<file path="config.mk">
export PLATFORM = sky130hd
export DESIGN_NAME = annexb_to_length_prefixed_flat
export DESIGN_NICKNAME = d
export VERILOG_FILES = /design/src/design/a2lp_pkg.sv /design/src/design/a2lp_in_if.sv /design/src/design/a2lp_out_if.sv /design/src/design/a2lp_front.sv /design/src/design/a2lp_queue.sv /design/src/design/a2lp_back.sv /design/src/design/annexb_to_length_prefixed.sv /design/src/flat_wrapper.sv
export SDC_FILE = /design/constraint.sdc
export NUM_CORES = 1
export LEC_CHECK = 0
export BUFFER_PORTS_ARGS = -buffer_cell sky130_fd_sc_hd__buf_2
export CORE_MARGIN = 5
export CORE_UTILIZATION = 56
export CTS_CLUSTER_SIZE = 10
export DETAILED_ROUTE_END_ITERATION = 6
export HOLD_SLACK_MARGIN = 0.08
export PLACE_DENSITY = 0.76
export SYNTH_ARGS = -nofsm -noshare
export SYNTH_HDL_FRONTEND = slang
export SYNTH_SLANG_ARGS = --single-unit
</file>
<file path="constraint.sdc">
create_clock -name clk -period 7.2 [get_ports clk]
set_clock_uncertainty 0.05 [all_clocks]
set_input_delay 0.36 -clock clk [delete_from_list [all_inputs] [get_ports clk]]
set_output_delay 0.36 -clock clk [all_outputs]
set_load 0.005 [all_outputs]
</file>
<file path="src/design/a2lp_pkg.sv">
package a2lp_pkg;

  localparam int ADDR_BITS  = 24;
  localparam int ADDR_OUT_W = 24;
  localparam int VALUE_W    = 32;
  localparam int CNT_W      = 3;   // payload writes per item, 0..4
  localparam int QDEPTH     = 4;
  localparam int QPTR_W     = $clog2(QDEPTH);
  localparam int QCNT_W     = $clog2(QDEPTH + 1);

  localparam logic KIND_BYTE   = 1'b0;
  localparam logic KIND_LENGTH = 1'b1;

  typedef struct packed {
    logic                 valid;
    logic [ADDR_BITS-1:0] addr;
    logic [ADDR_BITS-1:0] len;
    logic                 ovf;
  } close_t;

  // one accepted byte's worth of writes: cnt payload bytes from base, then c1, then c2
  typedef struct packed {
    logic                 last;
    logic [CNT_W-1:0]     cnt;
    logic                 useb;
    logic [7:0]           data;
    logic [ADDR_BITS-1:0] base;
    logic                 ovf;
    close_t               c1;
    close_t               c2;
  } desc_t;

endpackage

</file>
<file path="src/design/a2lp_in_if.sv">
interface a2lp_in_if import a2lp_pkg::*; ();
  logic       valid;
  logic       ready;
  logic [7:0] data_byte;
  logic       last_byte;

  modport source (output valid, data_byte, last_byte, input ready);
  modport sink   (input valid, data_byte, last_byte, output ready);
endinterface

</file>
<file path="src/design/a2lp_out_if.sv">
interface a2lp_out_if import a2lp_pkg::*; ();
  logic                  valid;
  logic                  ready;
  logic                  write_kind;
  logic [ADDR_OUT_W-1:0] write_addr;
  logic [VALUE_W-1:0]    write_value;
  logic                  overflow;
  logic                  last_write;

  modport source (output valid, write_kind, write_addr, write_value, overflow, last_write,
                  input ready);
  modport sink   (input valid, write_kind, write_addr, write_value, overflow, last_write,
                  output ready);
endinterface

</file>
<file path="src/design/a2lp_front.sv">
module a2lp_front import a2lp_pkg::*; (
  input  logic       clk,
  input  logic       rst,
  a2lp_in_if.sink    byte_in,
  input  logic       full,
  output logic       push,
  output desc_t      desc
);

  logic [1:0]           held_zeros;
  logic                 in_unit;
  logic [ADDR_BITS-1:0] unit_length;
  logic [ADDR_BITS-1:0] header_addr;
  logic [ADDR_BITS-1:0] write_ptr;
  logic                 overflow_flag;

  logic                 accept;
  logic                 open_u, close_old;
  logic [CNT_W-1:0]     n, cnt, inc;
  logic [1:0]           held_zeros_next, m;
  logic                 in_unit_next, overflow_flag_next;
  logic [ADDR_BITS:0]   sum;
  logic [ADDR_BITS-1:0] write_ptr_next, unit_length_next, header_addr_next;
  close_t               fc;

  assign byte_in.ready = !full;
  assign accept        = byte_in.valid && !full;

  always_comb begin
    open_u          = 1'b0;
    close_old       = 1'b0;
    n               = '0;
    desc.useb       = 1'b0;
    held_zeros_next = held_zeros;
    if (!in_unit) begin
      if (byte_in.data_byte == 8'h01 && held_zeros[1]) begin
        open_u = 1'b1;
      end else if (byte_in.data_byte == 8'h00) begin
        held_zeros_next = (held_zeros == 2'd3) ? 2'd3 : held_zeros + 2'd1;
      end else begin
        held_zeros_next = '0;
      end
    end else begin
      if (byte_in.data_byte == 8'h00) begin
        if (held_zeros != 2'd3) held_zeros_next = held_zeros + 2'd1;
        else n = CNT_W'(1);
      end else if (byte_in.data_byte == 8'h01 && held_zeros[1]) begin
        close_old = 1'b1;
        open_u    = 1'b1;
      end else begin
        n               = CNT_W'(held_zeros) + CNT_W'(1);
        desc.useb       = 1'b1;
        held_zeros_next = '0;
      end
    end
    if (open_u) held_zeros_next = '0;
    in_unit_next = in_unit | open_u;

    // on the last byte the held zeros go out straight after this byte's payload
    m   = (byte_in.last_byte && in_unit_next) ? held_zeros_next : 2'd0;
    cnt = n + CNT_W'(m);
    inc = open_u ? CNT_W'(4) : cnt;
    sum = {1'b0, write_ptr} + (ADDR_BITS+1)'(inc);
    write_ptr_next     = sum[ADDR_BITS-1:0];
    overflow_flag_next = overflow_flag | sum[ADDR_BITS];
    unit_length_next   = open_u ? '0 : unit_length + ADDR_BITS'(cnt);
    header_addr_next   = open_u ? write_ptr : header_addr;

    fc.valid = 1'b1;
    fc.ovf   = overflow_flag_next;
    if (in_unit_next) begin
      fc.addr = header_addr_next;
      fc.len  = unit_length_next;
    end else begin
      fc.addr = write_ptr_next;
      fc.len  = '0;
    end

    desc.last = byte_in.last_byte;
    desc.cnt  = cnt;
    desc.data = byte_in.data_byte;
    desc.base = write_ptr;
    desc.ovf  = overflow_flag;
    desc.c1   = '0;
    desc.c2   = '0;
    if (close_old) begin
      desc.c1 = '{valid: 1'b1, addr: header_addr, len: unit_length, ovf: overflow_flag};
      if (byte_in.last_byte) desc.c2 = fc;
    end else if (byte_in.last_byte) begin
      desc.c1 = fc;
    end

    push = accept && (cnt != '0 || close_old || byte_in.last_byte);
  end

  always_ff @(posedge clk) begin
    if (rst || (accept && byte_in.last_byte)) begin
      held_zeros    <= '0;
      in_unit       <= 1'b0;
      unit_length   <= '0;
      header_addr   <= '0;
      write_ptr     <= '0;
      overflow_flag <= 1'b0;
    end else if (accept) begin
      held_zeros    <= held_zeros_next;
      in_unit       <= in_unit_next;
      unit_length   <= unit_length_next;
      header_addr   <= header_addr_next;
      write_ptr     <= write_ptr_next;
      overflow_flag <= overflow_flag_next;
    end
  end

endmodule

</file>
<file path="src/design/a2lp_queue.sv">
module a2lp_queue import a2lp_pkg::*; (
  input  logic  clk,
  input  logic  rst,
  input  logic  push,
  input  desc_t push_data,
  output logic  full,
  input  logic  pop,
  output desc_t head,
  output logic  empty
);

  desc_t             q [QDEPTH];
  logic [QPTR_W-1:0] wptr, rptr;
  logic [QCNT_W-1:0] count;

  assign full  = (count == QCNT_W'(QDEPTH));
  assign empty = (count == '0);
  assign head  = q[rptr];

  always_ff @(posedge clk) begin
    if (push) q[wptr] <= push_data;
  end

  always_ff @(posedge clk) begin
    if (rst) begin
      wptr  <= '0;
      rptr  <= '0;
      count <= '0;
    end else begin
      if (push) wptr <= (wptr == QPTR_W'(QDEPTH - 1)) ? '0 : wptr + 1'b1;
      if (pop)  rptr <= (rptr == QPTR_W'(QDEPTH - 1)) ? '0 : rptr + 1'b1;
      if (push && !pop)      count <= count + 1'b1;
      else if (pop && !push) count <= count - 1'b1;
    end
  end

endmodule

</file>
<file path="src/design/a2lp_back.sv">
module a2lp_back import a2lp_pkg::*; (
  input  logic        clk,
  input  logic        rst,
  input  desc_t       head,
  input  logic        empty,
  output logic        pop,
  a2lp_out_if.source  write_out
);

  logic [CNT_W-1:0]     k;
  logic [CNT_W-1:0]     tot;
  logic                 advance, final_w, is_pay;
  logic [ADDR_BITS:0]   psum;
  close_t               csel;
  logic                 kind_c;
  logic [ADDR_BITS-1:0] addr_c;
  logic [VALUE_W-1:0]   value_c;
  logic                 ovf_c;

  assign tot     = head.cnt + CNT_W'(head.c1.valid) + CNT_W'(head.c2.valid);
  assign final_w = (k == tot - CNT_W'(1));
  assign advance = !empty && (!write_out.valid || write_out.ready);
  assign pop     = advance && final_w;
  assign is_pay  = (k < head.cnt);

  always_comb begin
    psum = {1'b0, head.base} + (ADDR_BITS+1)'(k) + (ADDR_BITS+1)'(1);
    csel = (k == head.cnt && head.c1.valid) ? head.c1 : head.c2;
    if (is_pay) begin
      kind_c  = KIND_BYTE;
      addr_c  = head.base + ADDR_BITS'(k);
      value_c = (head.useb && k == head.cnt - CNT_W'(1)) ? VALUE_W'(head.data) : '0;
      ovf_c   = head.ovf | psum[ADDR_BITS];
    end else begin
      kind_c  = KIND_LENGTH;
      addr_c  = csel.addr;
      value_c = VALUE_W'(csel.len);
      ovf_c   = csel.ovf;
    end
  end

  always_ff @(posedge clk) begin
    if (rst) begin
      k               <= '0;
      write_out.valid <= 1'b0;
    end else if (advance) begin
      k               <= final_w ? '0 : k + CNT_W'(1);
      write_out.valid <= 1'b1;
    end else if (write_out.ready) begin
      write_out.valid <= 1'b0;
    end
  end

  always_ff @(posedge clk) begin
    if (advance) begin
      write_out.write_kind  <= kind_c;
      write_out.write_addr  <= ADDR_OUT_W'(addr_c);
      write_out.write_value <= value_c;
      write_out.overflow    <= ovf_c;
      write_out.last_write  <= head.last && final_w;
    end
  end

endmodule

</file>
<file path="src/design/annexb_to_length_prefixed.sv">
// channel    dir  handshake    fields
// byte_in    in   valid/ready  data_byte, last_byte
// write_out  out  valid/ready  write_kind, write_addr, write_value, overflow, last_write
//
// One byte accepted per cycle while the four-entry queue has room; the front end
// classifies the byte and updates pointers in that same cycle.
// The back end issues one write per cycle while the output is ready, up to five per
// byte, so a byte that flushes held zeros and closes a unit holds the output for all of them.
// A byte goes through a queue entry, then the output register. rst is synchronous,
// active high. A stalled output only back-pressures the input once the queue fills.
module annexb_to_length_prefixed import a2lp_pkg::*; (
  input  logic       clk,
  input  logic       rst,
  a2lp_in_if.sink    byte_in,
  a2lp_out_if.source write_out
);

  logic  push, full, pop, empty;
  desc_t push_data, head;

  a2lp_front u_front (
    .clk     (clk),
    .rst     (rst),
    .byte_in (byte_in),
    .full    (full),
    .push    (push),
    .desc    (push_data)
  );

  a2lp_queue u_queue (
    .clk       (clk),
    .rst       (rst),
    .push      (push),
    .push_data (push_data),
    .full      (full),
    .pop       (pop),
    .head      (head),
    .empty     (empty)
  );

  a2lp_back u_back (
    .clk       (clk),
    .rst       (rst),
    .head      (head),
    .empty     (empty),
    .pop       (pop),
    .write_out (write_out)
  );

  // a buffer always ends with a length write
  a_last_is_length: assert property (@(posedge clk) disable iff (rst)
    write_out.valid && write_out.last_write |-> write_out.write_kind == KIND_LENGTH)
    else $error("last write is not a length write");

  a_no_push_full: assert property (@(posedge clk) disable iff (rst)
    push |-> !full)
    else $error("queue push while full");

  a_no_pop_empty: assert property (@(posedge clk) disable iff (rst)
    pop |-> !empty)
    else $error("queue pop while empty");

  // the final byte of a buffer always queues at least its length write
  a_last_pushes: assert property (@(posedge clk) disable iff (rst)
    byte_in.valid && byte_in.ready && byte_in.last_byte |-> push)
    else $error("last byte produced no writes");

endmodule
</file>
<file path="src/flat_wrapper.sv">
// flat-port wrapper written by rule: the top's interface ports become plain ports
module annexb_to_length_prefixed_flat import a2lp_pkg::*;
  (clk, rst, byte_in_valid, byte_in_data_byte, byte_in_last_byte, byte_in_ready, write_out_valid, write_out_write_kind, write_out_write_addr, write_out_write_value, write_out_overflow, write_out_last_write, write_out_ready);
  a2lp_in_if byte_in_i ();
  a2lp_out_if write_out_i ();
  input  logic clk;
  input  logic rst;
  input wire logic [$bits(byte_in_i.valid)-1:0] byte_in_valid;
  input wire logic [$bits(byte_in_i.data_byte)-1:0] byte_in_data_byte;
  input wire logic [$bits(byte_in_i.last_byte)-1:0] byte_in_last_byte;
  output wire logic [$bits(byte_in_i.ready)-1:0] byte_in_ready;
  output wire logic [$bits(write_out_i.valid)-1:0] write_out_valid;
  output wire logic [$bits(write_out_i.write_kind)-1:0] write_out_write_kind;
  output wire logic [$bits(write_out_i.write_addr)-1:0] write_out_write_addr;
  output wire logic [$bits(write_out_i.write_value)-1:0] write_out_write_value;
  output wire logic [$bits(write_out_i.overflow)-1:0] write_out_overflow;
  output wire logic [$bits(write_out_i.last_write)-1:0] write_out_last_write;
  input wire logic [$bits(write_out_i.ready)-1:0] write_out_ready;
  assign byte_in_i.valid = byte_in_valid;
  assign byte_in_i.data_byte = byte_in_data_byte;
  assign byte_in_i.last_byte = byte_in_last_byte;
  assign byte_in_ready = byte_in_i.ready;
  assign write_out_valid = write_out_i.valid;
  assign write_out_write_kind = write_out_i.write_kind;
  assign write_out_write_addr = write_out_i.write_addr;
  assign write_out_write_value = write_out_i.write_value;
  assign write_out_overflow = write_out_i.overflow;
  assign write_out_last_write = write_out_i.last_write;
  assign write_out_i.ready = write_out_ready;
  annexb_to_length_prefixed u_core (.clk(clk), .rst(rst), .byte_in(byte_in_i), .write_out(write_out_i));
endmodule
</file>
==> flow_summary.ini <==
[run_status]
outcome = finished, final reports clean

[timing]
slew-limit-headroom_pct = 20.53
layout_min_cycle_time_ns = 5.206
finalHoldViolCount = 0
maxSlewViolCount = 0
fin_crit_sh_pct = 72.30
setup-violations-final = 0
rsz0062_at_grt = no
fmax_ghz = 0.1921
worstMarginPinSlew_ns = 1.187
setup_tns_ns = 0

[clock_network]
htreeDepth = 3
cts_tree = yes
clock_path_buffers = 3
cts.sinks = 692
path_clk_slew_ns = 0.06
clk_latency_ns = 0.61
post_cts_buffers = 0
root_buffer = clkbuf_16
numCtsBuffers = 79

[drt]
avgRoutedWirePerCell_um = 22.57
viasPerCell = 6.056
routed_wl_um = 62620
drtIter0Drc = 1867
drcViolationCount = 0
vias = 16800
ant_nets = 0
drt_first_pass_iters = 5

[floorplan]
ios = 74
core_area_um2 = 51300
initial_utilization_pct = 56.42
rows = 83
fp.dieH_um = 237.3
die_area_um2 = 56330
die_w_um = 237.3

[power_and_ir_drop]
powerDensity_nw_per_um2 = 316.9
ir_drop_mv = 0.3860
p_leak_uw = 0.01097

[synthesis]
ys_seq_elements = 692
synth.most_common_cell = edfxtp_1
ys_top_cells_by_count = edfxtp_1, nand2_1, nor2_1
seq_area_frac_synth_pct = 68.72
synth_top_area_cell = edfxtp_1
syn-instance-count = 1850
async_reset_ff_share_pct = 0
yosysWarningCount = 0
syn_avg_cell_area_um2 = 15.65
netlist_area_um2 = 28940
synth_top_area_share_pct = 62.56
ys.flop_type = edfxtp_1
synth_area_leaders = edfxtp_1, mux4_2, dfxtp_1, nand2_1, mux2i_1
ys_types = 63
synth_edf_count = 603

[worst_setup_path]
startpoint_type = primary input
cp_max_fo = 11
end_kind = flop
worstSetupPathType = primary input to flop
worstPathRequired_ns = 7.48
arrival_ns = 5.48

[global_route]
grt_pass1_wl_um = 96700
overflow = 0
grt_max_degree = 97
antenna_found_initial = 0
grt_pass1_vias = 17050
grtUsageTotal_pct = 22.15

[layout]
antenna_cells = 0
syn2layout_area_growth_pct = 12.96
final_nets = 2076
post-route-util_pct = 63.73
drive_gt1_share_pct = 15.14
layout.cells.non_filler = 2774

[placed_design]
dp.cells = 2617
routabilityCongestion = 0.8542
dp_hpwl_um = 35210
port_buffers = 65

[flow_run]
drv_cap = 0

[worst_hold_path]
worstHoldPathType = primary input to flop
## where the power goes
group	switching (uW)	internal (uW)	leakage, uW
Combinational	1090	798	0.00351
Clock	1490	2110	0.00109
Sequential	135	4740	0.00638
## critical path, stage by stage
cell	delay, ns
dlygate4sd3_1	0.55
buf_2	0.16
nor4_1	0.71
nand3b_1	0.36
nor3_1	0.28
ha_1	0.19
inv_1	0.05
fa_1	0.59
inv_1	0.15
nand2_1	0.13
inv_1	0.06
ha_1	0.27
a21o_1	0.12
a21o_1	0.27
nand4_1	0.44
nor2_1	0.26
xnor2_1	0.08
o21ai_0	0.44
## metrics by stage
step | total power, uW | setup slack, ns | hold slack (ns) | instance area [um2]
final | 10360 | 1.994 | 0.3073 | 32700
after detailed placement | 6836 | 1.978 | 0.3969 | 30280
after global routing | 10780 | 1.516 | 0.2828 | 32700
after CTS | 10440 | 2.066 | 0.2623 | 32700
after global placement | 6787 | 2.179 | 0.3915 | 30280
after floorplan | 6229 | 0.5179 | 0.3863 | 29330
## state kept, by name, indices dropped and copies added (netlist names), 2 cells and up, named ones only
| register | cells |
|---|---|
| u_core.u_back.write_out.write_value | 24 |
| u_core.u_queue.wptr | 2 |
| u_core.u_back.k | 3 |
| u_core.u_queue.q | 552 |
| u_core.u_front.held_zeros | 2 |
| u_core.u_queue.count | 3 |
| u_core.u_front.unit_length | 24 |
| u_core.u_queue.rptr | 2 |
| u_core.u_front.header_addr | 24 |
| u_core.u_back.write_out.write_addr | 24 |
| u_core.u_front.write_ptr | 24 |
## final timing paths
| path | startpoint | end | slack, ns | cells after the start |
|---|---|---|---|---|
| worst max-delay path | byte_in_data_byte[6] | u_core.u_queue.q[1][90] | 1.99 | 18 |
| worst min-delay path | byte_in_last_byte | u_core.u_queue.q[1][137] | 0.31 | 2 |
| worst max register to register | flop | u_core.u_queue.count[2] | 2.22 | 17 |
| worst min register to register | u_core.u_front.header_addr[8] | u_core.u_front.header_addr[8] | 0.41 | 2 |
## layer usage
| layer | up-vias | wire length [um] | share of wire, % | global-route usage, % |
|---|---|---|---|---|
| met2 | 761 | 30690 | 49 | 35.94 |
| met1 | 8540 | 25520 | 41 | 30.85 |
| met3 | 142 | 4669 | 7.5 | 3.678 |
| li1 | 7355 | - | - | - |
| met4 | 0 | 1738 | 2.8 | 8.151 |
| met5 | - | 0 | 0 | 0 |
## logic make-up after synthesis
group / after synthesis / synth area share, %
DFF: 692 / 68.72
muxes: 185 / 12.34
other: 1 / 0.01296
AOI/OAI and AO/OA: 248 / 5.118
buffers and inverters: 157 / 2.473
adders and majority gates: 34 / 1.625
xor gates and xnor gates: 69 / 2.140
and+or+nand+nor: 464 / 7.574
## cell usage in the layout (no fill, tap or decap), drive strengths merged, types with 24 or more instances in the layout
| cell type | Yosys | final |
|---|---|---|
| edfxtp | 603 | 603 |
| nand2 | 153 | 153 |
| clkbuf | 57 | 142 |
| mux4 | 132 | 132 |
| nor2 | 124 | 124 |
| conb | 1 | 104 |
| buf | 52 | 93 |
| a21oi | 91 | 91 |
| dfxtp | 89 | 89 |
| o21ai | 63 | 63 |
| mux2i | 49 | 49 |
| inv | 47 | 47 |
| nor3 | 47 | 47 |
| xnor2 | 40 | 40 |
| xor2 | 29 | 29 |
| ha | 28 | 28 |
| nand3 | 27 | 27 |
| and2 | 26 | 26 |
| a22oi | 24 | 24 |
## cell type report
| cell class | count | area [um2] |
|---|---|---|
| Clock buffer | 142 | 2256 |
| Clock inverter | 4 | 48.80 |
| Fill cell | 3551 | 18610 |
| Inverter | 48 | 180.2 |
| Multi-Input combinational cell | 1104 | 8768 |
| Sequential cell | 692 | 19900 |
| Tap cell | 680 | 850.8 |
| Timing Repair Buffer | 104 | 695.7 |
## repair_timing
action | CTS | global route
endpoints found under the hold margin | 39 | 0
hold buffers | 11 | 0
gates resized for setup | 0 | 0
(Power assumes the default switching activity.)
